===== src/rtl/core/acrms_pkg.sv =====
`timescale 1ns / 1ps
// ----------------------------------------------------------------------------
// acrms_pkg
// shared widths, register indexes, job, divider and sequencer state types for the rms meter
// ----------------------------------------------------------------------------
package acrms_pkg;

	// item fields
	localparam int MV_W        = 12;
	localparam int MA_W        = 16;

	// window accumulators
	localparam int SUM_W       = 28;
	localparam int SQ_W        = 40;
	localparam int MAX_SAMPLES = 65536;
	localparam int CNT_W       = $clog2(MAX_SAMPLES + 1);

	// configuration registers
	localparam int SLOPE_W     = 24;
	localparam int OFFS_W      = 17;
	localparam int FLOOR_W     = 16;
	localparam int CFG_IDX_W   = 2;
	localparam int CFG_DATA_W  = 24;
	localparam logic [CFG_IDX_W-1:0] REG_SLOPE  = CFG_IDX_W'(0);
	localparam logic [CFG_IDX_W-1:0] REG_OFFSET = CFG_IDX_W'(1);
	localparam logic [CFG_IDX_W-1:0] REG_FLOOR  = CFG_IDX_W'(2);
	localparam logic [SLOPE_W-1:0]   SLOPE_RST  = SLOPE_W'(65536);

	// job queue
	localparam int QUEUE_DEPTH = 2;
	localparam int QPTR_W      = $clog2(QUEUE_DEPTH);

	// back end arithmetic
	localparam int MUL_SPLIT   = 20;
	localparam int HI_W        = SQ_W - MUL_SPLIT;
	localparam int DIVD_W      = CNT_W + SQ_W;
	localparam int DIVS_W      = CNT_W;
	localparam int DCNT_W      = $clog2(DIVD_W);
	localparam int FRAC_W      = 16;
	localparam int VAR_W       = 40;
	localparam int ROOT_W      = VAR_W / 2;
	localparam int SQ_STEPS    = VAR_W / 2;
	localparam int SCNT_W      = $clog2(SQ_STEPS);
	localparam int RND_SH      = 24;
	localparam int PROD_W      = SLOPE_W + ROOT_W;
	localparam int SCALED_W    = PROD_W - RND_SH;
	localparam int MA_SUM_W    = SCALED_W + 2;

	typedef struct packed {
		logic [SUM_W-1:0] sum;
		logic [SQ_W-1:0]  sq;
		logic [CNT_W-1:0] cnt;
	} job_t;

	typedef struct packed {
		logic              start;
		logic [DIVD_W-1:0] dividend;
		logic [DIVS_W-1:0] divisor;
	} div_req_t;

	typedef struct packed {
		logic              done;
		logic [DIVD_W-1:0] quotient;
	} div_rsp_t;

	typedef enum logic [3:0] {
		B_IDLE,
		B_MUL_LO,
		B_MUL_HI,
		B_SQR,
		B_SUB,
		B_DIV1,
		B_DIV2,
		B_SQRT,
		B_SCALE,
		B_FINAL
	} back_state_t;

endpackage


===== src/rtl/core/acrms_queue.sv =====
`timescale 1ns / 1ps
// ----------------------------------------------------------------------------
// acrms_queue
// short job queue between the accumulating front and the math back end
// ----------------------------------------------------------------------------
module acrms_queue (
	input  logic            clk,
	input  logic            arst_n,
	input  logic            push,
	input  acrms_pkg::job_t wdata,
	output logic            full,
	input  logic            pop,
	output acrms_pkg::job_t rdata,
	output logic            empty
);
	import acrms_pkg::*;

	job_t              mem_q [QUEUE_DEPTH];
	logic [QPTR_W-1:0] wr_q;
	logic [QPTR_W-1:0] rd_q;
	logic [QPTR_W:0]   cnt_q;

	assign full  = (cnt_q == (QPTR_W+1)'(QUEUE_DEPTH));
	assign empty = (cnt_q == '0);
	assign rdata = mem_q[rd_q];

	always_ff @(posedge clk) begin
		if (push) begin
			mem_q[wr_q] <= wdata;
		end
	end

	always_ff @(posedge clk or negedge arst_n) begin
		if (!arst_n) begin
			wr_q  <= '0;
			rd_q  <= '0;
			cnt_q <= '0;
		end else begin
			if (push) begin
				wr_q <= wr_q + 1'b1;
			end
			if (pop) begin
				rd_q <= rd_q + 1'b1;
			end
			if (push && !pop) begin
				cnt_q <= cnt_q + 1'b1;
			end else if (pop && !push) begin
				cnt_q <= cnt_q - 1'b1;
			end
		end
	end

endmodule


===== config.mk =====
export PLATFORM = sky130hd
export DESIGN_NAME = acrms_queue
export DESIGN_NICKNAME = d
export VERILOG_FILES = /design/src/rtl/core/acrms_pkg.sv /design/src/rtl/core/acrms_queue.sv
export SDC_FILE = /design/constraint.sdc
export NUM_CORES = 1
export LEC_CHECK = 0
export ABC_AREA = 1
export ABC_CLOCK_PERIOD_IN_PS = 5600
export BUFFER_PORTS_ARGS = -buffer_cell sky130_fd_sc_hd__buf_4
export CAP_MARGIN = 20
export CELL_PAD_IN_SITES_DETAIL_PLACEMENT = 0
export CELL_PAD_IN_SITES_GLOBAL_PLACEMENT = 1
export CORE_MARGIN = 10
export CORE_UTILIZATION = 46
export CTS_BUF_LIST = sky130_fd_sc_hd__clkbuf_8
export CTS_CLUSTER_DIAMETER = 30
export DETAILED_ROUTE_END_ITERATION = 12
export PLACE_DENSITY = 0.78
export SYNTH_ARGS = -nofsm -noshare
export SYNTH_HDL_FRONTEND = slang
export SYNTH_SLANG_ARGS = --single-unit

===== constraint.sdc =====
create_clock -name clk -period 5.6 [get_ports clk]
set_input_delay 0.56 -clock clk [delete_from_list [all_inputs] [get_ports clk]]
set_output_delay 0.56 -clock clk [all_outputs]
set_load 0.05 [all_outputs]

==> impl_results.md <==
- Outcome: complete, no violations
- Max Cap Violations: 0
- Die W: 139.3 um
- Unique cell type count in the Yosys netlist: 16
- I/O pins: 176
- Filler cells: 1042
- Required @ worst endpoint: between 5 and 6 ns
- Synthesized flop and latch total: 174
- RePlAce Congestion: 0.7161
- Core area: 13930 um2
- Clock Latency Late Sink: 0.43 ns
- Layout cells sized above 1: around three fifths
- Clock Path Buffers: 2
- Initial antenna violation count: 1
- Area grow syn2layout: 28.24%
- Syn nets: 380
- Final Total Pwr: 4830 uW
- Core Rows: 43
- Max-slew violation count: 0
- Post-route setup TNS: 0 ns
- Post-route DRC: 0
- Worst vdd ir: 311.0 uV
- Final period util: 57.36%
- Hold Vio Cnt, Final: 0
- Minimum clock period: about 3.2 ns
- Syn Area/Cell: 22.57 um2
- Via/cell ratio: 4.844
- Initial Util: 46.97%
- CTS hold repair buffers: 1
- First-pass DRT Iterations: 4
- Crit. End Element: output pin
- Power Density: 575.4 nW/um2
- Register area: 5209 um2
- Arrival time at the worst endpoint: 2.65 ns
- Worst-path fanout max: 45
- Via count: 3250
- Total Routing Usage GR: between 10% and 20%
- Post-synthesis sequential area ratio: 79.53%
- Slew @ Worst Pin: 0.7858 ns
- First DRT Iteration DRCs: 147
- Die Span Y: roughly 140 um
- Worst hold path type: input pin to register
- Largest net degree at the start of global routing: 46
- Final nets: 569
- DP HPWL: 9169 um
- Switching Fraction: 39.80%
- Clock sinks: 174
- RSZ-0062 raised after global routing: no
- Comb power frac: 44.7%
- PortBufs: 175
- DIE AREA: 19400 um2
- Startpoint types: register
- Global route total overflow: 0
- Most common cell after layout, fill and taps aside: buf_4
- CTS clock-pin slew for the worst setup and hold paths: 0.08 ns
- Post-Syn Area: between 6000 and 7000 um2
- Sequential share of power: 38.4%
- Leak Pwr: ~0.0033 uW
- Setup Viol. Count Final: 0
- Clk pwr share: around 17%
- Clock skew: 0.005714 ns
- Commonest non-fill, non-tap cells in the layout: buf_4, edfxtp_1, mux2_2, mux2_4, clkbuf_8
- Antenna-violating nets left: 0
- Multi-input logic area: 1195 um2
- Resized cells post-CTS: 0
- Slew HR: between 40% and 50%
- First-pass GRT wire length: 19580 um
- Post-CTS setup buffers: 0
- Hold WS: about 0.29 ns
- CTS Root Cell: clkbuf_8
- CTS buffer count: 17
- Synthesized instance count: 290
- YS warnings: 0
- Max Clock Freq: about 310 MHz
- CTS tree: yes
- Pint: slightly below 3000 uW
- Critical path class: register to output pin
- Sw Pwr: between 1500 and 2000 uW
- H-tree depth: 4
- Total wire length: around 13000 um
- Vias in the first global route: ~3600
- Wire per inst: 19.11 um
==> cell families after synthesis <==
group | count (synthesis) | synth area share (%)
flops | 174 | 79.53
mux | 85 | 16.92
buf+inv | 17 | 2.332
simple gates | 10 | 0.6309
xor+xnor | 3 | 0.4015
fa+ha+maj | 1 | 0.1911
==> worst paths after layout <==
path                       cells after the start      endpoint  slack (ns)  startpoint
max in group asynchronous                      2          rd_q        5.00      arst_n
hold / removal                                 2          rd_q        0.29         pop
setup reg to reg                               3  mem_q[1][21]        3.52        wr_q
min in group asynchronous                      2          rd_q        0.48      arst_n
hold reg to reg                                2      cnt_q[1]        0.55    cnt_q[1]
setup / recovery                               3     rdata[67]        2.39        rd_q
==> sequential cells by signal, summed over array words and instances (netlist names) <==
name,cells
mem_q,170
rd_q,1
cnt_q,2
wr_q,1
==> critical path, cell delays in order, from the launching register on <==
cell,delay [ns]
dfrtp_4,0.83
buf_4,0.73
mux2_2,0.42
buf_4,0.19
==> routing by layer <==
metal  vias to the layer above  GRT usage (%)  share of wire [%]
met1                      1587          14.74                 41
li1                       1504              -                  -
met3                        19          7.349                 11
met5                         -              0                  0
met4                         0          5.766                2.1
met2                       140          19.69                 47
==> cells in the mapped netlist, drive strengths merged <==
cell	count	area share [%]
buf	10	1.9
dfrtp	4	1.5
edfxtp	170	78
ha	1	0.19
inv	7	0.40
mux2	85	17
nand2	5	0.29
nand3	1	0.076
nand4	1	0.096
nor2	3	0.17
xnor2	1	0.13
xor2	2	0.27
==> power by group through the flow <==
stage | logic (uW) | registers (uW) | clock network (uW)
floorplan | 1710 | 1820 | 0
global route | 2260 | 1890 | 891
CTS | 2190 | 1860 | 836
detailed placement | 2190 | 1890 | 0
global placement | 2170 | 1880 | 0
finish | 2160 | 1860 | 812
==> through the flow <==
step	worst slack (ns)	std cells	util [%]	cell area, um2
finish	2.388	671	60.23	8393
global placement	2.849	638	57.36	7993
global route	2.238	670	60.21	8391
detailed placement	2.841	639	57.50	8013
floorplan	0.9086	290	-	6545
CTS	2.331	670	60.21	8391
==> layout make-up <==
| type | count | area share, % |
|---|---|---|
| Sequential cell | 174 | 62.06 |
| Inverter | 7 | 0.3280 |
| Clock inverter | 13 | 1.595 |
| Clock buffer | 17 | 2.788 |
| Antenna cell | 1 | 0.02982 |
| Timing Repair Buffer | 180 | 16.28 |
| Tap cell | 180 | 2.683 |
| Multi-Input combinational cell | 99 | 14.24 |
Power figures use the tool's default switching activity.
