===== config.mk =====
export PLATFORM = sky130hd
export DESIGN_NAME = acrms_front_flat
export DESIGN_NICKNAME = d
export VERILOG_FILES = /design/src/rtl/core/acrms_pkg.sv /design/src/rtl/core/acrms_chan_if.sv /design/src/rtl/core/acrms_front.sv /design/src/flat_wrapper.sv
export SDC_FILE = /design/constraint.sdc
export NUM_CORES = 1
export LEC_CHECK = 0
export BUFFER_PORTS_ARGS = -buffer_cell sky130_fd_sc_hd__buf_4
export CORE_UTILIZATION = 62
export CTS_CLUSTER_DIAMETER = 50
export DETAILED_ROUTE_END_ITERATION = 10
export PLACE_DENSITY_LB_ADDON = 0.12
export SLEW_MARGIN = 20
export SYNTH_ARGS = -nofsm -noshare
export SYNTH_HDL_FRONTEND = slang
export SYNTH_SLANG_ARGS = --single-unit

===== constraint.sdc =====
create_clock -name clk -period 11.5 [get_ports clk]
set_input_delay 2.3 -clock clk [delete_from_list [all_inputs] [get_ports clk]]
set_output_delay 2.3 -clock clk [all_outputs]
set_load 0.005 [all_outputs]

===== src/rtl/core/acrms_pkg.sv =====
`timescale 1ns / 1ps
// ----------------------------------------------------------------------------
// acrms_pkg
// shared widths, register indexes, job, divider and sequencer state types for the rms meter
// ----------------------------------------------------------------------------
package acrms_pkg;

	// item fields
	localparam int MV_W        = 12;
	localparam int MA_W        = 16;

	// window accumulators
	localparam int SUM_W       = 28;
	localparam int SQ_W        = 40;
	localparam int MAX_SAMPLES = 65536;
	localparam int CNT_W       = $clog2(MAX_SAMPLES + 1);

	// configuration registers
	localparam int SLOPE_W     = 24;
	localparam int OFFS_W      = 17;
	localparam int FLOOR_W     = 16;
	localparam int CFG_IDX_W   = 2;
	localparam int CFG_DATA_W  = 24;
	localparam logic [CFG_IDX_W-1:0] REG_SLOPE  = CFG_IDX_W'(0);
	localparam logic [CFG_IDX_W-1:0] REG_OFFSET = CFG_IDX_W'(1);
	localparam logic [CFG_IDX_W-1:0] REG_FLOOR  = CFG_IDX_W'(2);
	localparam logic [SLOPE_W-1:0]   SLOPE_RST  = SLOPE_W'(65536);

	// job queue
	localparam int QUEUE_DEPTH = 2;
	localparam int QPTR_W      = $clog2(QUEUE_DEPTH);

	// back end arithmetic
	localparam int MUL_SPLIT   = 20;
	localparam int HI_W        = SQ_W - MUL_SPLIT;
	localparam int DIVD_W      = CNT_W + SQ_W;
	localparam int DIVS_W      = CNT_W;
	localparam int DCNT_W      = $clog2(DIVD_W);
	localparam int FRAC_W      = 16;
	localparam int VAR_W       = 40;
	localparam int ROOT_W      = VAR_W / 2;
	localparam int SQ_STEPS    = VAR_W / 2;
	localparam int SCNT_W      = $clog2(SQ_STEPS);
	localparam int RND_SH      = 24;
	localparam int PROD_W      = SLOPE_W + ROOT_W;
	localparam int SCALED_W    = PROD_W - RND_SH;
	localparam int MA_SUM_W    = SCALED_W + 2;

	typedef struct packed {
		logic [SUM_W-1:0] sum;
		logic [SQ_W-1:0]  sq;
		logic [CNT_W-1:0] cnt;
	} job_t;

	typedef struct packed {
		logic              start;
		logic [DIVD_W-1:0] dividend;
		logic [DIVS_W-1:0] divisor;
	} div_req_t;

	typedef struct packed {
		logic              done;
		logic [DIVD_W-1:0] quotient;
	} div_rsp_t;

	typedef enum logic [3:0] {
		B_IDLE,
		B_MUL_LO,
		B_MUL_HI,
		B_SQR,
		B_SUB,
		B_DIV1,
		B_DIV2,
		B_SQRT,
		B_SCALE,
		B_FINAL
	} back_state_t;

endpackage


===== src/rtl/core/acrms_chan_if.sv =====
`timescale 1ns / 1ps
// ----------------------------------------------------------------------------
// acrms channel interfaces
// valid/ready channels for samples in and window results out
// ----------------------------------------------------------------------------
interface acrms_sample_if;
	import acrms_pkg::*;

	logic            valid;
	logic            ready;
	logic [MV_W-1:0] sample_mv;
	logic            sample_ok;
	logic            window_end;

	modport source (output valid, output sample_mv, output sample_ok, output window_end,
		input ready);
	modport sink (input valid, input sample_mv, input sample_ok, input window_end,
		output ready);
endinterface



===== src/rtl/core/acrms_front.sv =====
`timescale 1ns / 1ps
// ----------------------------------------------------------------------------
// acrms_front
// accumulates sum, sum of squares and count; hands a job over at window end
// ----------------------------------------------------------------------------
module acrms_front (
	input  logic            clk,
	input  logic            arst_n,
	acrms_sample_if.sink    smp,
	input  logic            q_full,
	output logic            q_push,
	output acrms_pkg::job_t q_data
);
	import acrms_pkg::*;

	logic [SUM_W-1:0]   sum_q, sum_nx;
	logic [SQ_W-1:0]    sq_q, sq_nx;
	logic [CNT_W-1:0]   cnt_q, cnt_nx;
	logic [2*MV_W-1:0]  mv_sq;
	logic               take;
	logic               add;

	assign smp.ready = !q_full;
	assign take      = smp.valid && smp.ready;
	assign add       = smp.sample_ok && (cnt_q < CNT_W'(MAX_SAMPLES));
	assign mv_sq     = (2*MV_W)'(smp.sample_mv) * (2*MV_W)'(smp.sample_mv);

	always_comb begin
		sum_nx = sum_q;
		sq_nx  = sq_q;
		cnt_nx = cnt_q;
		if (add) begin
			sum_nx = sum_q + SUM_W'(smp.sample_mv);
			sq_nx  = sq_q + SQ_W'(mv_sq);
			cnt_nx = cnt_q + 1'b1;
		end
	end

	// closing request carries its own sample
	assign q_push     = take && smp.window_end;
	assign q_data.sum = sum_nx;
	assign q_data.sq  = sq_nx;
	assign q_data.cnt = cnt_nx;

	always_ff @(posedge clk or negedge arst_n) begin
		if (!arst_n) begin
			sum_q <= '0;
			sq_q  <= '0;
			cnt_q <= '0;
		end else if (take) begin
			if (smp.window_end) begin
				sum_q <= '0;
				sq_q  <= '0;
				cnt_q <= '0;
			end else begin
				sum_q <= sum_nx;
				sq_q  <= sq_nx;
				cnt_q <= cnt_nx;
			end
		end
	end

endmodule


===== src/flat_wrapper.sv =====
// flat-port wrapper written by rule: the top's interface ports become plain ports
module acrms_front_flat import acrms_pkg::*;
  (clk, arst_n, q_full, q_push, q_data, smp_valid, smp_sample_mv, smp_sample_ok, smp_window_end, smp_ready);
  acrms_sample_if smp_i ();
  input  logic clk;
  input  logic arst_n;
  input  logic q_full;
  output logic q_push;
  output acrms_pkg::job_t q_data;
  input wire logic [$bits(smp_i.valid)-1:0] smp_valid;
  input wire logic [$bits(smp_i.sample_mv)-1:0] smp_sample_mv;
  input wire logic [$bits(smp_i.sample_ok)-1:0] smp_sample_ok;
  input wire logic [$bits(smp_i.window_end)-1:0] smp_window_end;
  output wire logic [$bits(smp_i.ready)-1:0] smp_ready;
  assign smp_i.valid = smp_valid;
  assign smp_i.sample_mv = smp_sample_mv;
  assign smp_i.sample_ok = smp_sample_ok;
  assign smp_i.window_end = smp_window_end;
  assign smp_ready = smp_i.ready;
  acrms_front u_core (.clk(clk), .arst_n(arst_n), .smp(smp_i), .q_full(q_full), .q_push(q_push), .q_data(q_data));
endmodule

==> results of run 1 <==
## final cells by class
type,count,area (um2),area share (%)
Sequential cell,85,2130,18.5
Inverter,212,796,6.91
Tap cell,216,270,2.35
Clock buffer,10,239,2.07
Clock inverter,6,70.1,0.608
Timing Repair Buffer,111,837,7.27
Multi-Input combinational cell,873,7180,62.3
## Yosys cell counts (4+ instances only)
| cell type | n | area (um2) |
|---|---|---|
| clkbuf_1 | 45 | 169 |
| o211ai_1 | 6 | 45.0 |
| o21ai_0 | 101 | 505 |
| a31oi_1 | 11 | 68.8 |
| or3_1 | 6 | 37.5 |
| o31ai_1 | 14 | 105 |
| xor2_1 | 39 | 342 |
| inv_1 | 212 | 796 |
| a21o_1 | 18 | 135 |
| nand2_1 | 174 | 653 |
| or4_1 | 8 | 60.1 |
| a22o_1 | 15 | 131 |
| fa_1 | 102 | 2040 |
| o21a_1 | 4 | 30.0 |
| o311ai_0 | 5 | 43.8 |
| nor2_1 | 43 | 161 |
| nor2b_1 | 6 | 37.5 |
| a41oi_1 | 7 | 61.3 |
| dfrtp_1 | 85 | 2130 |
| nand3_1 | 24 | 120 |
| nand4_1 | 6 | 37.5 |
| o41ai_1 | 9 | 78.8 |
| or2_2 | 7 | 43.8 |
| ha_1 | 81 | 1010 |
| o21bai_1 | 4 | 30.0 |
| nor3_1 | 9 | 45.0 |
| and3_1 | 9 | 56.3 |
| xnor2_1 | 44 | 385 |
| and2_1 | 37 | 231 |
| nand2b_1 | 4 | 25.0 |
| a21oi_1 | 27 | 135 |
## routing by layer
layer,share of wire [%],global-route usage [%],vias to the layer above
met5,0,0,-
met4,2.3,8.91,0
met3,5.2,4.71,38
met2,49,51.8,267
met1,44,40.5,4220
li1,-,-,4146
## how the worst max path moves through the flow
stage	slack, ps	startpoint	to
after floorplan	1710	smp_sample_mv[10]	q_data[45]
after global placement	1210	smp_sample_mv[7]	q_data[44]
after detailed placement	1130	smp_sample_mv[7]	q_data[44]
after CTS	1100	smp_sample_mv[7]	q_data[46]
after global routing	820	smp_sample_mv[7]	q_data[41]
final	1090	smp_sample_mv[7]	q_data[46]
## state kept, by name, indices dropped and copies added, names as in the netlist
register and count:
u_core.sq_q 40, u_core.cnt_q 17, u_core.sum_q 28
## stage by stage
stage	utilization [%]	setup slack (ps)	std cells
after floorplan	-	1710	1226
after global placement	69.5	1210	1497
after detailed placement	69.5	1130	1497
after CTS	71.4	1100	1513
after global routing	71.5	818	1513
final	71.5	1090	1513
## cells in the final DEF, fill, tap and decap left out, types with 8 or more instances in the layout
cell,count
or4_1,8
ha_1,81
fa_1,102
xor2_1,39
o41ai_1,9
and3_1,9
buf_4,110
xnor2_1,44
clkbuf_16,9
nor3_1,9
nor2_1,42
nand3_1,24
a22o_1,15
o21ai_0,101
o31ai_1,14
dfrtp_1,85
a31oi_1,11
a21oi_1,27
inv_1,212
and2_1,37
nand2_1,174
a21o_1,18
## logic make-up (layout without fill, tap and decap cells)
kind of cell	Yosys count	after routing	share of synthesized area (%)
flip-flops	85	85	20.5
multiplexers	2	2	0.205
AND/OR/NAND/NOR	352	352	16.1
adder cells (fa/ha/maj)	183	183	29.5
XOR/XNOR	83	83	7.01
buffers and inverters	268	339	10.4
AO/OA/AOI/OAI	253	253	16.3
## power breakdown
| part | switching [mW] | total (mW) | internal (mW) |
|---|---|---|---|
| sequential | 0.0349 | 0.375 | 0.340 |
| clock | 0.131 | 0.306 | 0.176 |
| combinational | 1.39 | 2.43 | 1.04 |
## worst register-to-register path, stage by stage, from the launching register on
cell and delay, ps:
dfrtp_1 370, inv_1 80, fa_1 530, inv_1 60, fa_1 470, fa_1 510
inv_1 60, fa_1 550, inv_1 60, ha_1 320, inv_1 100, o31ai_2 570
a221oi_2 160, o21ai_2 240, a221o_2 230, a21oi_4 130, or4_2 680, o311ai_2 90
==> summary.md, run 1 <==
| Metric | Value |
|---|---|
| Area growth from synthesis to layout | `11.1%` |
| Total grt overflow | `0` |
| Drt drc | `0` |
| Reg-to-reg startpoint | `u_core.sq_q[8]` |
| Number of global-route vias before repair | `8756` |
| FILL cells | `1349` |
| Worst hold path class | `reg2reg` |
| Initial antenna violation count | `0` |
| Hold slack | `488 ps` |
| RSZ-0062 raised after global routing | `false` |
| Period Utilization, post-route | `90.5%` |
| Main flop type after synthesis | `dfrtp_1` |
| Crit-path max FO | `15` |
| Final number of setup-violating endpoints | `0` |
| WHS Endpoint | `u_core.sum_q[18]` |
| Clock buffer depth | `2` |
| Die Y | `131 um` |
| Diode count | `0` |
| Ys async rst share | `100%` |
| Critical Path Sink Type | `output pin` |
| Routability congestion estimate | `0.893` |
| Sequential share of the synthesized area | `20.5%` |
| Die X | `131 um` |
| H-tree Lvls | `3` |
| Net count, final | `1493` |
| Tmin final | `10410 ps` |
| Reg2Reg Depth | `17` |
| Crit. path cell count | `22` |
| Clock sink count | `85` |
| CP Data Required Time | `9200 ps` |
| Clock-pin slew on the worst setup and hold paths | `70 ps` |
| Post-synth EDFFs | `0` |
| Max-cap violations | `0` |
| PD cells | `270 mW/mm2` |
| Count of state elements after synthesis | `85` |
| Initial Util | `64.3%` |
| Setup Skew | `13.9 ps` |
| Crit path kind | `in2out` |
| CTS Hold Buffers Added | `0` |
| Worst-case vdd ir drop | `0.266 mV` |
| Slew Viols, Final | `0` |
| Final Hold Viols | `0` |
| Slew HR | `25.7%` |
| Core area | `0.0161 mm2` |
| Routed WL | `25.2 mm` |
| Setup bufs post-CTS | `0` |
| Global-route usage over all layers | `30.6%` |
| Via density | `5.73` |
| Die Area | `0.0172 mm2` |
| Status | `finished, final reports clean` |
| Clk Latency, worst-skew pair | `340 ps` |
| Syn Nets | `1427` |
| Syn_area_per_cell | `8.46 um2` |
| Hold_sp | `u_core.sum_q[18]` |
| Via count | `8671` |
| Reg2reg end | `u_core.sq_q[37]` |
| Share of layout cells above drive strength 1 | `12.8%` |
| Critical Path AT | `8110 ps` |
| Port bufs | `104` |
| Worst-path cell chain | `buf_4 > inv_1 > nor2_1 > fa_1 > fa_1 > inv_1 > fa_1 > inv_1 > fa_1 > inv_1 > fa_1 > inv_1 > ha_1 > a21o_1 > a21o_1 > a221oi_2 > o21ai_2 > a221o_2 > a21oi_4 > or2_2 > xnor2_1 > buf_4` |
| Post-DP Area | `0.0112 mm2` |
| Crit path buf inv count | `7` |
| Pin count of the biggest net entering global routing | `78` |
| Mapped Area | `0.0104 mm2` |
| Leakage | `5.97 nW` |
| Num CTS Buffers | `9` |
| Slew @ Worst Pin | `1110 ps` |
| Final HPWL DP | `18.8 mm` |
| I/O Pins | `105` |
| Netlist cell types | `77` |
| Fin Setup TNS | `0 ps` |
| # rows | `46` |
| Hold depth | `1` |
| Routed Antenna Nets | `0` |
| Type of element launching the critical path | `input port` |
| CTS tree | `built` |
| Crit-path slowest cell | `fa_1` |
| DRT iter0 DRCs | `571` |
| Root Driver | `clkbuf_16` |
| Cell count after synthesis | `1226` |
| Post-CTS resize count | `0` |
| Reg-to-reg setup timing slack | `6200 ps` |
| WL/cell | `16.7 um` |
| FMAX | `96.0 MHz` |
| First-pass GRT wire length | `42.5 mm` |
| Total Power | `3.11 mW` |
| Delay-heaviest family, CP | `adder cells` |
| CP max stage delay | `550 ps` |
| Final Instance Area | `0.0115 mm2` |
| Syn. warnings | `0` |
| TritonRoute pass-1 iters | `7` |
(Power assumes the default switching activity.)
==> inputs of run 2 (changes only) <==
--- a/config.mk
+++ b/config.mk
@@ -10,5 +10,5 @@
 export CTS_CLUSTER_DIAMETER = 50
 export DETAILED_ROUTE_END_ITERATION = 10
-export PLACE_DENSITY_LB_ADDON = 0.12
+export PLACE_DENSITY = 0.92
 export SLEW_MARGIN = 20
 export SYNTH_ARGS = -nofsm -noshare
==> constraint.sdc (replaced) <==
create_clock -name clk -period 11.5 [get_ports clk]
set_input_delay 2.3 -clock clk [delete_from_list [all_inputs] [get_ports clk]]
set_output_delay 2.3 -clock clk [all_outputs]
set_load 0.01 [all_outputs]
==> summary.md, run 2 (synthesized netlist as in run 1, its figures left out) <==
| Metric | Value |
|---|---|
| Status | `finished, final reports clean` |
| Share of layout cells above drive strength 1 | `12.8% (unchanged)` |
| Crit-path slowest cell | `fa_1` |
| Slew HR | `19.1% (-6.6 points)` |
| Most frequent cells in the layout | `inv_1 (212), nand2_1 (174), buf_4 (111)` |
| Core area | `0.0161 mm2 (unchanged)` |
| Fin Setup TNS | `0 ps (unchanged)` |
| CTS Hold Buffers Added | `0 (unchanged)` |
| Num CTS Buffers | `9 (unchanged)` |
| Routability congestion estimate | `0.882 (-1.2%)` |
| Global-route usage over all layers | `31.7% (+1.1 points)` |
| Die Y | `131 um (unchanged)` |
| Post-route insts no fill | `1513 (unchanged)` |
| Setup Skew | `14.9 ps (+0.957 ps)` |
| Drt drc | `0 (unchanged)` |
| FMAX | `95.5 MHz (-0.52%)` |
| Final number of setup-violating endpoints | `0 (unchanged)` |
| Reg2Reg Depth | `17 (unchanged)` |
| Via count | `8944 (+3.1%)` |
| Delay-heaviest family, CP | `adder cells` |
| Final core utilization | `71.3% (-0.24 points)` |
| Final Hold Viols | `0 (unchanged)` |
| First-pass GRT wire length | `44.0 mm (+3.6%)` |
| Leakage | `5.95 nW (-0.22%)` |
| WL/cell | `17.2 um (+3.3%)` |
| Worst-path cell chain | `buf_4 > inv_1 > nor2_1 > fa_1 > fa_1 > inv_1 > fa_1 > inv_1 > fa_1 > inv_1 > fa_1 > inv_1 > ha_1 > a21o_1 > a21o_1 > a221oi_2 > o21ai_2 > a221o_2 > a21oi_4 > nor3_1 > xor2_1 > buf_4` |
| H-tree Lvls | `3 (unchanged)` |
| RSZ-0062 raised after global routing | `false` |
| Slew Viols, Final | `0 (unchanged)` |
| Max reg flops | `40 (unchanged)` |
| # rows | `46 (unchanged)` |
| Top flop regs | `u_core.sq_q: 40 flops, u_core.sum_q: 28 flops, u_core.cnt_q: 17 flops` |
| Crit-path max FO | `15 (unchanged)` |
| TritonRoute pass-1 iters | `5 (-2)` |
| CTS tree | `built` |
| Via density | `5.91 (+3.1%)` |
| Biggest register | `u_core.sq_q` |
| Post-DP Area | `0.0112 mm2 (unchanged)` |
| Clk Latency, worst-skew pair | `360 ps (+20 ps)` |
| DRT iter0 DRCs | `872 (+53%)` |
| Area growth from synthesis to layout | `10.8%` |
| Clock sink count | `85 (unchanged)` |
| PD cells | `280 mW/mm2 (+3.8%)` |
| Fin worst setup slack | `1030 ps (-54.2 ps)` |
| Final Instance Area | `0.0115 mm2 (-0.34%)` |
| Reg-to-reg setup timing slack | `6170 ps (-30 ps)` |
| Initial antenna violation count | `0 (unchanged)` |
| Die X | `131 um (unchanged)` |
| Post-CTS resize count | `0 (unchanged)` |
| Clock-pin slew on the worst setup and hold paths | `60 ps (about the same)` |
| Reg-to-reg startpoint | `u_core.sq_q[10]` |
| Period Utilization, post-route | `91.0% (+0.47 points)` |
| Routed WL | `26.0 mm (+3.3%)` |
| Total grt overflow | `0 (unchanged)` |
| Slew @ Worst Pin | `1210 ps (+102 ps)` |
| Worst-case vdd ir drop | `0.264 mV (-0.99%)` |
| Final HPWL DP | `19.2 mm (+2.2%)` |
| Most common cell after layout, fill and taps aside | `inv_1` |
| Initial Util | `64.3% (unchanged)` |
| Tmin final | `10470 ps (+54.2 ps)` |
| Number of global-route vias before repair | `9218 (+5.3%)` |
| Crit path from | `smp_sample_mv[7]` |
| Placed Instances | `1497 (unchanged)` |
| Critical Path Sink Type | `output pin` |
| Max-cap violations | `0 (unchanged)` |
| Port bufs | `104 (unchanged)` |
| Critical Path Sink | `q_data[52]` |
| Net count, final | `1493 (unchanged)` |
| Critical Path AT | `8170 ps (+60 ps)` |
| Pin count of the biggest net entering global routing | `69 (-12%)` |
| Die Area | `0.0172 mm2 (unchanged)` |
| Root Driver | `clkbuf_16` |
| Crit path kind | `in2out` |
| Crit. path cell count | `22 (unchanged)` |
| Crit path buf inv count | `7 (unchanged)` |
| Worst hold path class | `reg2reg` |
| CP Data Required Time | `9200 ps (about the same)` |
| Dpl ws | `1080 ps (-49.4 ps)` |
| Setup bufs post-CTS | `0 (unchanged)` |
| Reg2reg end | `u_core.sq_q[35]` |
| CP max stage delay | `540 ps (about the same)` |
| I/O Pins | `105 (unchanged)` |
| Routed Antenna Nets | `0 (unchanged)` |
| Clock buffer depth | `2 (unchanged)` |
| Type of element launching the critical path | `input port` |
| Diode count | `0 (unchanged)` |
run 2: worst min-delay path by stage:
stage	cells past startpoint	start	slack (ps)	endpoint
floorplan	1	u_core.sum_q[18]	450	u_core.sum_q[18]
global placement	1	u_core.sum_q[18]	470	u_core.sum_q[18]
detailed placement	1	u_core.sum_q[18]	490	u_core.sum_q[18]
CTS	1	u_core.sum_q[18]	500	u_core.sum_q[18]
global route	1	u_core.sum_q[18]	520	u_core.sum_q[18]
finish	1	u_core.sum_q[18]	500	u_core.sum_q[18]
run 2: metal layers:
| layer | track usage (%) | vias up | routed length, um |
|---|---|---|---|
| li1 | - | 4148 | - |
| met3 | 4.13 | 55 | 1750 |
| met5 | 0 | - | 0 |
| met4 | 11.1 | 0 | 644 |
| met1 | 40.9 | 4346 | 10600 |
| met2 | 54.7 | 395 | 13000 |
run 2: stage by stage:
stage          hold slack, ps  total power, mW
6_report                  502             3.22
5_1_grt                   524             3.49
4_1_cts                   498             3.18
3_5_place_dp              487             2.87
3_3_place_gp              470             2.77
2_1_floorplan             451             2.11
run 2: layout make-up:
class	count	area, um2
fill	1164	4630
clock buffer	9	225
timing repair buffer	111	833
inverter	212	796
sequential	85	2130
clock inverter	7	56.3
multi-input combinational	873	7170
tap	216	270
run 2: worst reg2reg max path, cell delays in order, from the launching register on:
cell and delay, ps:
dfrtp_1 390, inv_1 90, fa_1 550, inv_1 60, fa_1 460, fa_1 500
inv_1 60, fa_1 540, inv_1 40, ha_1 370, a21o_1 260, a21o_1 200
a221oi_2 380, o21ai_2 130, a221o_2 390, a21oi_4 390, nor3_1 160, a211o_1 280
run 2: report_power, final:
group          switching, mW  total, mW  internal (mW)
registers             0.0350      0.375          0.340
logic                   1.51       2.55           1.05
clock network          0.137      0.286          0.149
total                   1.68       3.22           1.54
