<file path="src/rtl/core/acrms_pkg.sv">
`timescale 1ns / 1ps
// ----------------------------------------------------------------------------
// acrms_pkg
// shared widths, register indexes, job, divider and sequencer state types for the rms meter
// ----------------------------------------------------------------------------
package acrms_pkg;

	// item fields
	localparam int MV_W        = 12;
	localparam int MA_W        = 16;

	// window accumulators
	localparam int SUM_W       = 28;
	localparam int SQ_W        = 40;
	localparam int MAX_SAMPLES = 65536;
	localparam int CNT_W       = $clog2(MAX_SAMPLES + 1);

	// configuration registers
	localparam int SLOPE_W     = 24;
	localparam int OFFS_W      = 17;
	localparam int FLOOR_W     = 16;
	localparam int CFG_IDX_W   = 2;
	localparam int CFG_DATA_W  = 24;
	localparam logic [CFG_IDX_W-1:0] REG_SLOPE  = CFG_IDX_W'(0);
	localparam logic [CFG_IDX_W-1:0] REG_OFFSET = CFG_IDX_W'(1);
	localparam logic [CFG_IDX_W-1:0] REG_FLOOR  = CFG_IDX_W'(2);
	localparam logic [SLOPE_W-1:0]   SLOPE_RST  = SLOPE_W'(65536);

	// job queue
	localparam int QUEUE_DEPTH = 2;
	localparam int QPTR_W      = $clog2(QUEUE_DEPTH);

	// back end arithmetic
	localparam int MUL_SPLIT   = 20;
	localparam int HI_W        = SQ_W - MUL_SPLIT;
	localparam int DIVD_W      = CNT_W + SQ_W;
	localparam int DIVS_W      = CNT_W;
	localparam int DCNT_W      = $clog2(DIVD_W);
	localparam int FRAC_W      = 16;
	localparam int VAR_W       = 40;
	localparam int ROOT_W      = VAR_W / 2;
	localparam int SQ_STEPS    = VAR_W / 2;
	localparam int SCNT_W      = $clog2(SQ_STEPS);
	localparam int RND_SH      = 24;
	localparam int PROD_W      = SLOPE_W + ROOT_W;
	localparam int SCALED_W    = PROD_W - RND_SH;
	localparam int MA_SUM_W    = SCALED_W + 2;

	typedef struct packed {
		logic [SUM_W-1:0] sum;
		logic [SQ_W-1:0]  sq;
		logic [CNT_W-1:0] cnt;
	} job_t;

	typedef struct packed {
		logic              start;
		logic [DIVD_W-1:0] dividend;
		logic [DIVS_W-1:0] divisor;
	} div_req_t;

	typedef struct packed {
		logic              done;
		logic [DIVD_W-1:0] quotient;
	} div_rsp_t;

	typedef enum logic [3:0] {
		B_IDLE,
		B_MUL_LO,
		B_MUL_HI,
		B_SQR,
		B_SUB,
		B_DIV1,
		B_DIV2,
		B_SQRT,
		B_SCALE,
		B_FINAL
	} back_state_t;

endpackage

</file>
<file path="src/rtl/core/acrms_div.sv">
`timescale 1ns / 1ps
// ----------------------------------------------------------------------------
// acrms_div
// restoring divider, one quotient bit per cycle
// ----------------------------------------------------------------------------
module acrms_div (
	input  logic                clk,
	input  logic                arst_n,
	input  acrms_pkg::div_req_t req,
	output acrms_pkg::div_rsp_t rsp
);
	import acrms_pkg::*;

	logic [DIVD_W-1:0] quo_q;
	logic [DIVS_W-1:0] rem_q;
	logic [DIVS_W-1:0] den_q;
	logic [DCNT_W-1:0] step_q;
	logic              busy_q;
	logic              done_q;
	logic [DIVS_W:0]   rem_sh;
	logic [DIVS_W:0]   diff;
	logic              ge;

	assign rem_sh = {rem_q, quo_q[DIVD_W-1]};
	assign ge     = (rem_sh >= {1'b0, den_q});
	assign diff   = rem_sh - {1'b0, den_q};

	assign rsp.done     = done_q;
	assign rsp.quotient = quo_q;

	always_ff @(posedge clk or negedge arst_n) begin
		if (!arst_n) begin
			busy_q <= 1'b0;
			done_q <= 1'b0;
			step_q <= '0;
		end else if (req.start) begin
			busy_q <= 1'b1;
			done_q <= 1'b0;
			step_q <= '0;
		end else if (busy_q) begin
			step_q <= step_q + 1'b1;
			if (step_q == DCNT_W'(DIVD_W - 1)) begin
				busy_q <= 1'b0;
				done_q <= 1'b1;
			end
		end else begin
			done_q <= 1'b0;
		end
	end

	always_ff @(posedge clk) begin
		if (req.start) begin
			quo_q <= req.dividend;
			rem_q <= '0;
			den_q <= req.divisor;
		end else if (busy_q) begin
			quo_q <= {quo_q[DIVD_W-2:0], ge};
			rem_q <= ge ? diff[DIVS_W-1:0] : rem_sh[DIVS_W-1:0];
		end
	end

endmodule

</file>
<file path="config.mk">
export PLATFORM = sky130hd
export DESIGN_NAME = acrms_div
export DESIGN_NICKNAME = d
export VERILOG_FILES = /design/src/rtl/core/acrms_pkg.sv /design/src/rtl/core/acrms_div.sv
export SDC_FILE = /design/constraint.sdc
export NUM_CORES = 1
export LEC_CHECK = 0
export BUFFER_PORTS_ARGS = -buffer_cell sky130_fd_sc_hd__buf_2
export CAP_MARGIN = 20
export CORE_MARGIN = 1.5
export CORE_UTILIZATION = 57
export DETAILED_ROUTE_END_ITERATION = 8
export GPL_TIMING_DRIVEN = 0
export PLACE_DENSITY = 0.88
export SETUP_SLACK_MARGIN = 0.15
export SYNTH_ARGS = -nofsm -noshare
export SYNTH_HDL_FRONTEND = slang
export SYNTH_SLANG_ARGS = --single-unit
</file>
<file path="constraint.sdc">
create_clock -name clk -period 5.4 [get_ports clk]
set_clock_uncertainty 0.1 [all_clocks]
set_input_delay 0.81 -clock clk [delete_from_list [all_inputs] [get_ports clk]]
set_output_delay 0.81 -clock clk [all_outputs]
set_load 0.005 [all_outputs]
</file>
==> results of run 1 <==
[layout by cell type (no fill, tap or decap), drive strengths merged, types with 4 or more instances in the layout]
cell type	netlist	final
buf	3	138
edfxtp	74	74
mux2	57	57
inv	25	28
nand2	25	25
clkbuf	14	23
nor2	22	22
ha	19	19
a21oi	18	18
dfxtp	17	17
o21ai	11	11
nand4	10	10
a211oi	8	8
xnor2	8	8
mux2i	8	8
dfrtp	8	8
nand2b	7	7
xor2	7	7
a21o	7	7
and3	5	5
nand3	4	4
a311oi	4	4
[how the worst max path moves through the flow]
stage | to | slack (ps) | cells after the start
after detailed placement | quo_q[14]$_DFFE_PP_ | 2350 | 5
after floorplan | quo_q[0]$_DFFE_PP_ | 2440 | 3
after global placement | quo_q[46]$_DFFE_PP_ | 1420 | 4
final | rem_q[14]$_SDFFE_PP0P_ | 2360 | 11
after global routing | rem_q[14]$_SDFFE_PP0P_ | 2220 | 11
after CTS | rem_q[14]$_SDFFE_PP0P_ | 2400 | 11
[per-layer routing]
metal	part of all wire	wire length (µm)	vias to the layer above	GRT usage
li1	-	-	1775	-
met4	0.018	212	0	0.0881
met1	0.38	4520	1842	0.297
met5	0	0	-	0
met2	0.52	6100	187	0.450
met3	0.078	919	22	0.0549
[report_power, final]
| part | switching [µW] | internal [µW] |
|---|---|---|
| clock network | 270 | 175 |
| registers | 64.2 | 921 |
| logic | 320 | 278 |
[critical path, delay by kind of cell (launching register included)]
kind / cells / cell delay [ps]
buffers and inverters: 3 / 390
adder cells (fa/ha/maj): 2 / 570
AO/OA/AOI/OAI: 6 / 1480
flip-flops: 1 / 410
[state kept, by name, indices dropped and copies added (netlist names)]
register and flops:
busy_q 1, quo_q 57, step_q 6, den_q 17, rem_q 17, done_q 1
[stage by stage]
| step | setup slack, ps | hold slack [ps] | instance area (µm²) | cells | util |
|---|---|---|---|---|---|
| 3_3_place_gp | 1420 | 391 | 5800 | 637 | 0.696 |
| 6_report | 2360 | 165 | 6010 | 654 | 0.720 |
| 3_5_place_dp | 2350 | 400 | 5820 | 638 | 0.698 |
| 4_1_cts | 2400 | 164 | 6010 | 654 | 0.720 |
| 5_1_grt | 2220 | 172 | 6010 | 654 | 0.720 |
| 2_1_floorplan | 2440 | 372 | 5000 | 398 | - |
[final cells by class]
class / instances / area [µm²] / area share
multi-input cells: 257 / 2070 / 0.344
flip-flops and latches: 99 / 2760 / 0.460
inverters: 25 / 93.8 / 0.0156
clock inverters: 7 / 58.8 / 0.00979
well taps: 105 / 131 / 0.0219
repair buffers: 135 / 691 / 0.115
plain buffers: 17 / 78.8 / 0.0131
clock buffers: 9 / 124 / 0.0206
[logic make-up (layout without fill, tap and decap cells)]
kind of cell    count (synthesis)  count (layout)  share of synthesized area
xor+xnor                       15              15                     0.0263
compound gates                 73              73                      0.106
simple gates                   84              84                     0.0843
flops                          99              99                      0.553
fa+ha+maj                      20              20                     0.0516
buf+inv                        42             193                     0.0345
mux                            65              65                      0.144
==> flow_summary.toml, run 1 <==
[run_status]
outcome = "finished, final reports clean"

[floorplanning]
num_io_pins = 135
die-area_um2 = 9340
die_x_um = 96.7
coreArea_um2 = 8340
die_h_um = 96.7
fp-row-count = 33
floorplan.initialDensity = 0.599

[critical_path]
timing.critical_path.from = "quo_q[56]$_DFFE_PP_"
cpMaxStageDelayCell = "fa_1"
cp_common_cell = "inv_1"
end_kind = "register"
cpPeakStageDelay_ps = 420
rr_startpoint = "quo_q[56]$_DFFE_PP_"
worstPathCellList = "inv_1 > ha_1 > inv_1 > fa_1 > a21o_1 > a221oi_4 > o211ai_2 > a21oi_2 > buf_4 > a41oi_1 > o31ai_1"
crit_required_ps = 5570
start_kind = "register"
arrival_ps = 3210
worstReg2RegEnd = "rem_q[14]$_SDFFE_PP0P_"
cp_max_fo = 10
critPathKind = "reg2reg"
r2r.worst_path.cells = 11
r2r_setup_slack_ps = 2360

[clock_tree]
cts.sinks = 99
post-cts-setup-buffer-count = 0
cts_buffers = 9
clk_latency_ps = 360
cts-resized-gates = 0
clk_pin_slew_ps = 100
ctsHoldBuffers = 0
ctsHtreeMaxLevel = 3
cts_tree = "built"
clk_path_buf_depth = 2
cts_root_buffer = "clkbuf_8"

[sta]
final-setup-viol-count = 0
fin_crit_sh = 0.563
period_needed_ps = 3040
rsz0062_at_grt = "false"
relSlewSlack = 0.575
fmax_mhz = 329
drv_slew = 0
tightestPinTransition_ps = 638
hold_viol = 0
fin_tns_setup_ps = 0

[yosys]
synth_area_leaders = "edfxtp_1 (44%), mux2_2 (13%), dfxtp_1 (6.8%)"
synth_area_leader_cell = "edfxtp_1"
yosys_warnings = 0
synth_top_area_frac = 0.444
synth_cell_types = 52
synth_edf_count = 74
ys_ff_latch = 99
synth.most_common_cell = "edfxtp_1"
synth_commonest_cells = "edfxtp_1 (74), mux2_2 (57), inv_1 (25), nand2_1 (25), nor2_1 (22)"
syn_area_um2 = 5000
async_flop_share = 0.0808
ys_seq_area_frac = 0.553
syn-num-nets = 495
ys.flop_type = "edfxtp_1"
netlist_instances = 398
synth.avg_cell_area_um2 = 12.6

[global_route]
grt_pass1_wl_um = 18900
grt_usage = 0.251
overflow = 0
grt_antenna_before_repair = 0
grt_max_degree = 35
grt_pass1_vias = 3994

[placement]
hpwlAfterDp_um = 8700
place_congestion = 0.849
io_buffer_count = 134

[worst_hold_path]
hold_class = "in2async"

[layout]
area_growth_pct = 20.1
n_antenna_cell = 0
nFillCells = 552
drive_above_1_share = 0.395
nets = 641

[drt]
firstDrtPassIters = 5
viasPerCell = 5.85
via_count = 3826
ant_nets = 0
post_drt_wl_per_cell_um = 18.0
drc = 0
drt_iter0_drc = 345
drt_wl_total_um = 11700

[power_and_ir_drop]
vdd_ir_drop_max_v = 0.000238
total_power_uw = 2030
leakage_uw = 0.00262
power_density_nw_per_um2 = 338

[run]
drv_cap = 0
No activity file was read; power rests on OpenSTA's default activity.
==> inputs of run 2 (changes only) <==
Settings changed: CORE_UTILIZATION 57 to 53, PLACE_DENSITY 0.88 to 0.82.
Clock period 5.4 ns to 3 ns, I/O delays scaled along.
==> run 2 against run 1 <==
Design area grew 0.52%. First-iteration DRC count shrank 15%. Die area grew 7.3%. Highest routed layer unchanged. Routed wire length is essentially flat. Worst setup slack lost 2100 ps. Largest power group unchanged. Non-clock buffer count grew 3.
==> flow_summary.toml, run 2 (synthesis results as in run 1) <==
[drt]
via_count = 3767
post_drt_wl_per_cell_um = 17.7
viasPerCell = 5.68
ant_nets = 0
drt_iter0_drc = 293
drt_wl_total_um = 11700
drc = 0
firstDrtPassIters = 4

[sta]
hold_viol = 0
fmax_mhz = 360
relSlewSlack = 0.513
final-setup-viol-count = 0
rsz0062_at_grt = "false"
period_needed_ps = 2770
fin_crit_sh = 0.925
tightestPinTransition_ps = 728
drv_slew = 0

[worst_hold_path]
hold_class = "in2reg"

[critical_path]
rr_startpoint = "quo_q[56]$_DFFE_PP_"
critPathKind = "reg2reg"
crit_path_end = "quo_q[0]$_DFFE_PP_"
worstReg2RegEnd = "quo_q[0]$_DFFE_PP_"
cp_max_fo = 10
timing.critical_path.from = "quo_q[56]$_DFFE_PP_"
arrival_ps = 2790
end_kind = "register"
crit_required_ps = 3010
r2r_setup_slack_ps = 230
r2r.worst_path.cells = 10
start_kind = "register"

[layout]
final_common_cell = "buf_2"
reg_top3 = "quo_q x57, den_q x17, rem_q x17"
fin_area_um2 = 6040
n_antenna_cell = 0
nFillCells = 701
largest_reg_flops = 57
area_growth_pct = 20.8
instances_no_fill = 663
drive_above_1_share = 0.395
top_register = "quo_q"
nets = 644
mostFrequentLayoutCells = "buf_2 (134), edfxtp_1 (74), mux2_2 (57), inv_1 (25), nand2_1 (24)"

[power_and_ir_drop]
vdd_ir_drop_max_v = 0.000473
p_sw_uw = 1170
pwr-share-seq = 0.487
power_frac_comb = 0.300
power_density_nw_per_um2 = 604
p_int_uw = 2480
clkPwrFrac = 0.213
swShare = 0.320
leakage_uw = 0.00263

[global_route]
overflow = 0
grt_pass1_vias = 3894
grt_pass1_wl_um = 18600
grt_usage = 0.241
grt_antenna_before_repair = 0
grt_max_degree = 31

[placement]
hpwlAfterDp_um = 8880
post_dp_cell_area_um2 = 5830
place_inst = 644
place_congestion = 0.845
io_buffer_count = 134

[clock_tree]
clk_pin_slew_ps = 100
clk_latency_ps = 360
ctsHtreeMaxLevel = 3
cts_tree = "built"
cts.sinks = 99
cts_root_buffer = "clkbuf_8"
clk_path_buf_depth = 2
cts_buffers = 9

[floorplanning]
die-area_um2 = 10000
coreArea_um2 = 9200
die_x_um = 100
num_io_pins = 135
die_h_um = 100
fp-row-count = 35
floorplan.initialDensity = 0.544

[run_status]
outcome = "finished, final reports clean"

[run]
drv_cap = 0
run 2: how the worst min path moves through the flow:
stage | cells after the start | startpoint | end | slack, ps
final | 1 | req[12] | den_q[12]$_DFFE_PP_ | 160
after global routing | 1 | req[11] | den_q[11]$_DFFE_PP_ | 140
after CTS | 1 | req[10] | den_q[10]$_DFFE_PP_ | 150
after detailed placement | 1 | arst_n | done_q$_DFFE_PN0P_ | 210
after global placement | 1 | arst_n | done_q$_DFFE_PN0P_ | 200
after floorplan | 0 | arst_n | busy_q$_DFF_PN0_ | 50
run 2: final cells by class:
cell class	count	area, µm²	area share
Sequential cell	99	2760	0.458
Multi-Input combinational cell	257	2080	0.344
Timing Repair Buffer	138	716	0.119
Tap cell	111	139	0.0230
Clock buffer	12	135	0.0224
Inverter	25	93.8	0.0155
Buffer	17	78.8	0.0131
Clock inverter	4	36.3	0.00601
run 2: metrics by stage:
stage	power (µW)	TNS [ps]	hold slack (ps)	utilization	worst slack [ps]
3_5_place_dp	2860	0	208	0.634	30.8
5_1_grt	3830	0	141	0.657	150
2_1_floorplan	2510	0	54.4	-	301
3_3_place_gp	2820	-32690	195	0.632	-575
6_report	3650	0	158	0.657	225
4_1_cts	3640	0	150	0.656	199
run 2: what timing repair did:
action | CTS | global route
pin swaps | 1 | 3
endpoints found under the hold margin | 8 | 0
setup buffers | 2 | 0
hold buffers | 1 | 0
endpoints found under the setup margin | 17 | 1
resized for setup | 1 | 1
run 2: critical path, stage by stage, from the launching register on:
cell and delay [ps]:
edfxtp_1 410, inv_1 70, ha_1 160, inv_1 60, fa_2 350, a21o_1 210
a221oi_4 300, o211ai_2 170, a21o_4 260, buf_6 150, mux2_2 290
run 2: power groups by stage:
stage | Sequential (µW) | Clock, µW | Combinational, µW
5_1_grt | 1790 | 827 | 1200
2_1_floorplan | 1780 | 0 | 732
3_5_place_dp | 1800 | 0 | 1060
6_report | 1780 | 776 | 1100
3_3_place_gp | 1790 | 0 | 1020
4_1_cts | 1770 | 785 | 1080
run 2: layer usage:
layer | up-vias | track usage | routed length (µm)
li1 | 1789 | - | -
met1 | 1804 | 0.281 | 4620
met2 | 156 | 0.413 | 5950
met3 | 18 | 0.0815 | 973
met4 | 0 | 0.0899 | 205
met5 | - | 0 | 0
==> inputs of run 3 (changes only) <==
--- a/config.mk
+++ b/config.mk
@@ -9,8 +9,8 @@
 export CAP_MARGIN = 20
 export CORE_MARGIN = 1.5
-export CORE_UTILIZATION = 53
+export CORE_UTILIZATION = 40
 export DETAILED_ROUTE_END_ITERATION = 8
 export GPL_TIMING_DRIVEN = 0
-export PLACE_DENSITY = 0.82
+export PLACE_DENSITY = 0.66
 export SETUP_SLACK_MARGIN = 0.15
 export SYNTH_ARGS = -nofsm -noshare
==> constraint.sdc (replaced) <==
create_clock -name clk -period 3 [get_ports clk]
set_clock_uncertainty 0.1 [all_clocks]
set_input_delay 0.6 -clock clk [delete_from_list [all_inputs] [get_ports clk]]
set_output_delay 0.6 -clock clk [all_outputs]
set_load 0.005 [all_outputs]
==> run 3 against run 2 <==
Non-clock buffer count increased by 2. Clock-buffer cell count is 2 lower. Die area is 31% higher. Final cell count rose by 8.9%. Critical path depth unchanged. Sequential power hardly changed. Utilization decreased by 14 points. First-iteration DRC count decreased by 52%. Design area increased by 3.6%. Sequential cell count did not move. Combinational power barely moved. Global-route usage down 5.5 points. Critical endpoint unchanged. Largest cell class unchanged. Largest power group unchanged.
==> flow_summary.toml, run 3 (synthesis results as in run 1) <==
[floorplanning]
coreArea_um2 = 12100
die-area_um2 = 13200
die_x_um = 115
num_io_pins = 135
floorplan.initialDensity = 0.413
die_h_um = 115
fp-row-count = 40

[layout]
reg_top3 = "quo_q x57, den_q x17, rem_q x17"
final_common_cell = "buf_2"
fin_area_um2 = 6260
n_antenna_cell = 0
nFillCells = 1128
top_register = "quo_q"
final_util = 0.517
nets = 646
mostFrequentLayoutCells = "buf_2 (134), edfxtp_1 (74), mux2_2 (57), inv_1 (25), nand2_1 (24)"
largest_reg_flops = 57
drive_above_1_share = 0.401
area_growth_pct = 25.2

[clock_tree]
cts_tree = "built"
cts_root_buffer = "clkbuf_16"
ctsHtreeMaxLevel = 3
clk_pin_slew_ps = 70
cts_buffers = 9
clk_latency_ps = 350
cts.sinks = 99
clk_path_buf_depth = 2

[sta]
fin_ws_ps = 252
fin_crit_sh = 0.916
final-setup-viol-count = 0
relSlewSlack = 0.556
drv_slew = 0
period_needed_ps = 2750
tightestPinTransition_ps = 663
fmax_mhz = 364
rsz0062_at_grt = "false"
hold_slack_ps = 324
hold_viol = 0
fin_tns_setup_ps = 0

[run_status]
outcome = "finished, final reports clean"

[critical_path]
cp_num_buf_inv = 3
crit_required_ps = 2990
end_kind = "register"
critPathKind = "reg2reg"
cpLargestDelayFamily = "compound AO/OA/AOI/OAI gates"
arrival_ps = 2740
start_kind = "register"
cpMaxStageDelayCell = "edfxtp_1"
cp_max_fo = 10
worstPathCellList = "inv_1 > ha_1 > inv_1 > fa_2 > a21o_1 > a221oi_4 > o211ai_2 > a21o_4 > buf_6 > mux2_2"
cpPeakStageDelay_ps = 420
cp_common_cell = "inv_1"

[power_and_ir_drop]
vdd_ir_drop_max_v = 0.000371
power_density_nw_per_um2 = 647
leakage_uw = 0.00270

[drt]
post_drt_wl_per_cell_um = 16.2
drt_iter0_drc = 140
drc = 0
firstDrtPassIters = 4
via_count = 3723
viasPerCell = 5.16
drt_wl_total_um = 11700
ant_nets = 0

[placement]
io_buffer_count = 134
hpwlAfterDp_um = 8710
place_congestion = 0.855
pre_cts_slack_ps = 3.87
post_dp_cell_area_um2 = 5900

[global_route]
overflow = 0
grt_max_degree = 33
grt_antenna_before_repair = 0
grt_pass1_vias = 3755
grt_pass1_wl_um = 18700
grt_usage = 0.186

[run]
drv_cap = 0

[worst_hold_path]
hold_class = "in2reg"
-- run 3: cell types whose count changed in the layout (fill, tap and decap cells not counted), sizes merged --
cell,delta
clkinvlp,-1
buf,+2
clkbuf,-2
inv,-1
clkinv,+3
bufinv,+1
-- run 3: worst register-to-register path, stage by stage (launching register included) --
cell and delay [ps]:
edfxtp_1 420, inv_1 80, ha_1 150, inv_1 50
fa_2 350, a21o_1 210, a221oi_4 260, o211ai_2 170
a21o_4 260, buf_6 150, mux2_2 290
-- run 3: layout make-up --
| cell class | instances | area (µm²) | share of cell area |
|---|---|---|---|
| buffer | 17 | 78.8 | 0.0126 |
| clock buffer | 10 | 239 | 0.0382 |
| clock inverter | 6 | 65.1 | 0.0104 |
| inverter | 25 | 93.8 | 0.0150 |
| multi-input combinational | 257 | 2080 | 0.332 |
| sequential | 99 | 2760 | 0.442 |
| tap | 168 | 210 | 0.0336 |
| timing repair buffer | 140 | 731 | 0.117 |
-- run 3: path summary, 6_finish.rpt --
| check | endpoint | cells past startpoint | startpoint | slack [ps] |
|---|---|---|---|---|
| setup / recovery | quo_q[0]$_DFFE_PP_ | 10 | quo_q[56]$_DFFE_PP_ | 250 |
| hold / removal | den_q[9]$_DFFE_PP_ | 1 | req[9] | 320 |
| setup reg to reg | quo_q[0]$_DFFE_PP_ | 10 | quo_q[56]$_DFFE_PP_ | 250 |
| hold reg to reg | rem_q[3]$_SDFFE_PP0P_ | 2 | rem_q[3]$_SDFFE_PP0P_ | 410 |
| max in group asynchronous | step_q[0]$_DFFE_PN0P_ | 2 | arst_n | 2100 |
| min in group asynchronous | step_q[4]$_DFFE_PN0P_ | 2 | arst_n | 530 |
-- run 3: metrics by stage --
step | cells | total power, µW
2_1_floorplan | 398 | 2510
3_3_place_gp | 700 | 2830
3_5_place_dp | 701 | 2860
4_1_cts | 719 | 4070
5_1_grt | 722 | 4270
6_report | 722 | 4050
-- run 3: per-layer routing --
metal,vias up,share of wire,track usage
li1,1795,-,-
met1,1778,0.44,0.240
met2,131,0.45,0.287
met3,19,0.087,0.0722
met4,0,0.020,0.0642
met5,-,0,0
-- run 3: power by group --
group / internal [µW] / switching (µW)
logic: 529 / 574
clock network: 669 / 503
registers: 1660 / 114
total: 2860 / 1190
-- run 3: what timing repair did --
item,CTS,global route
setup buffers,1,3
endpoints found under the hold margin,8,0
pin swaps,1,3
hold buffers,1,0
gates resized for setup,1,1
endpoints found under the setup margin,12,7
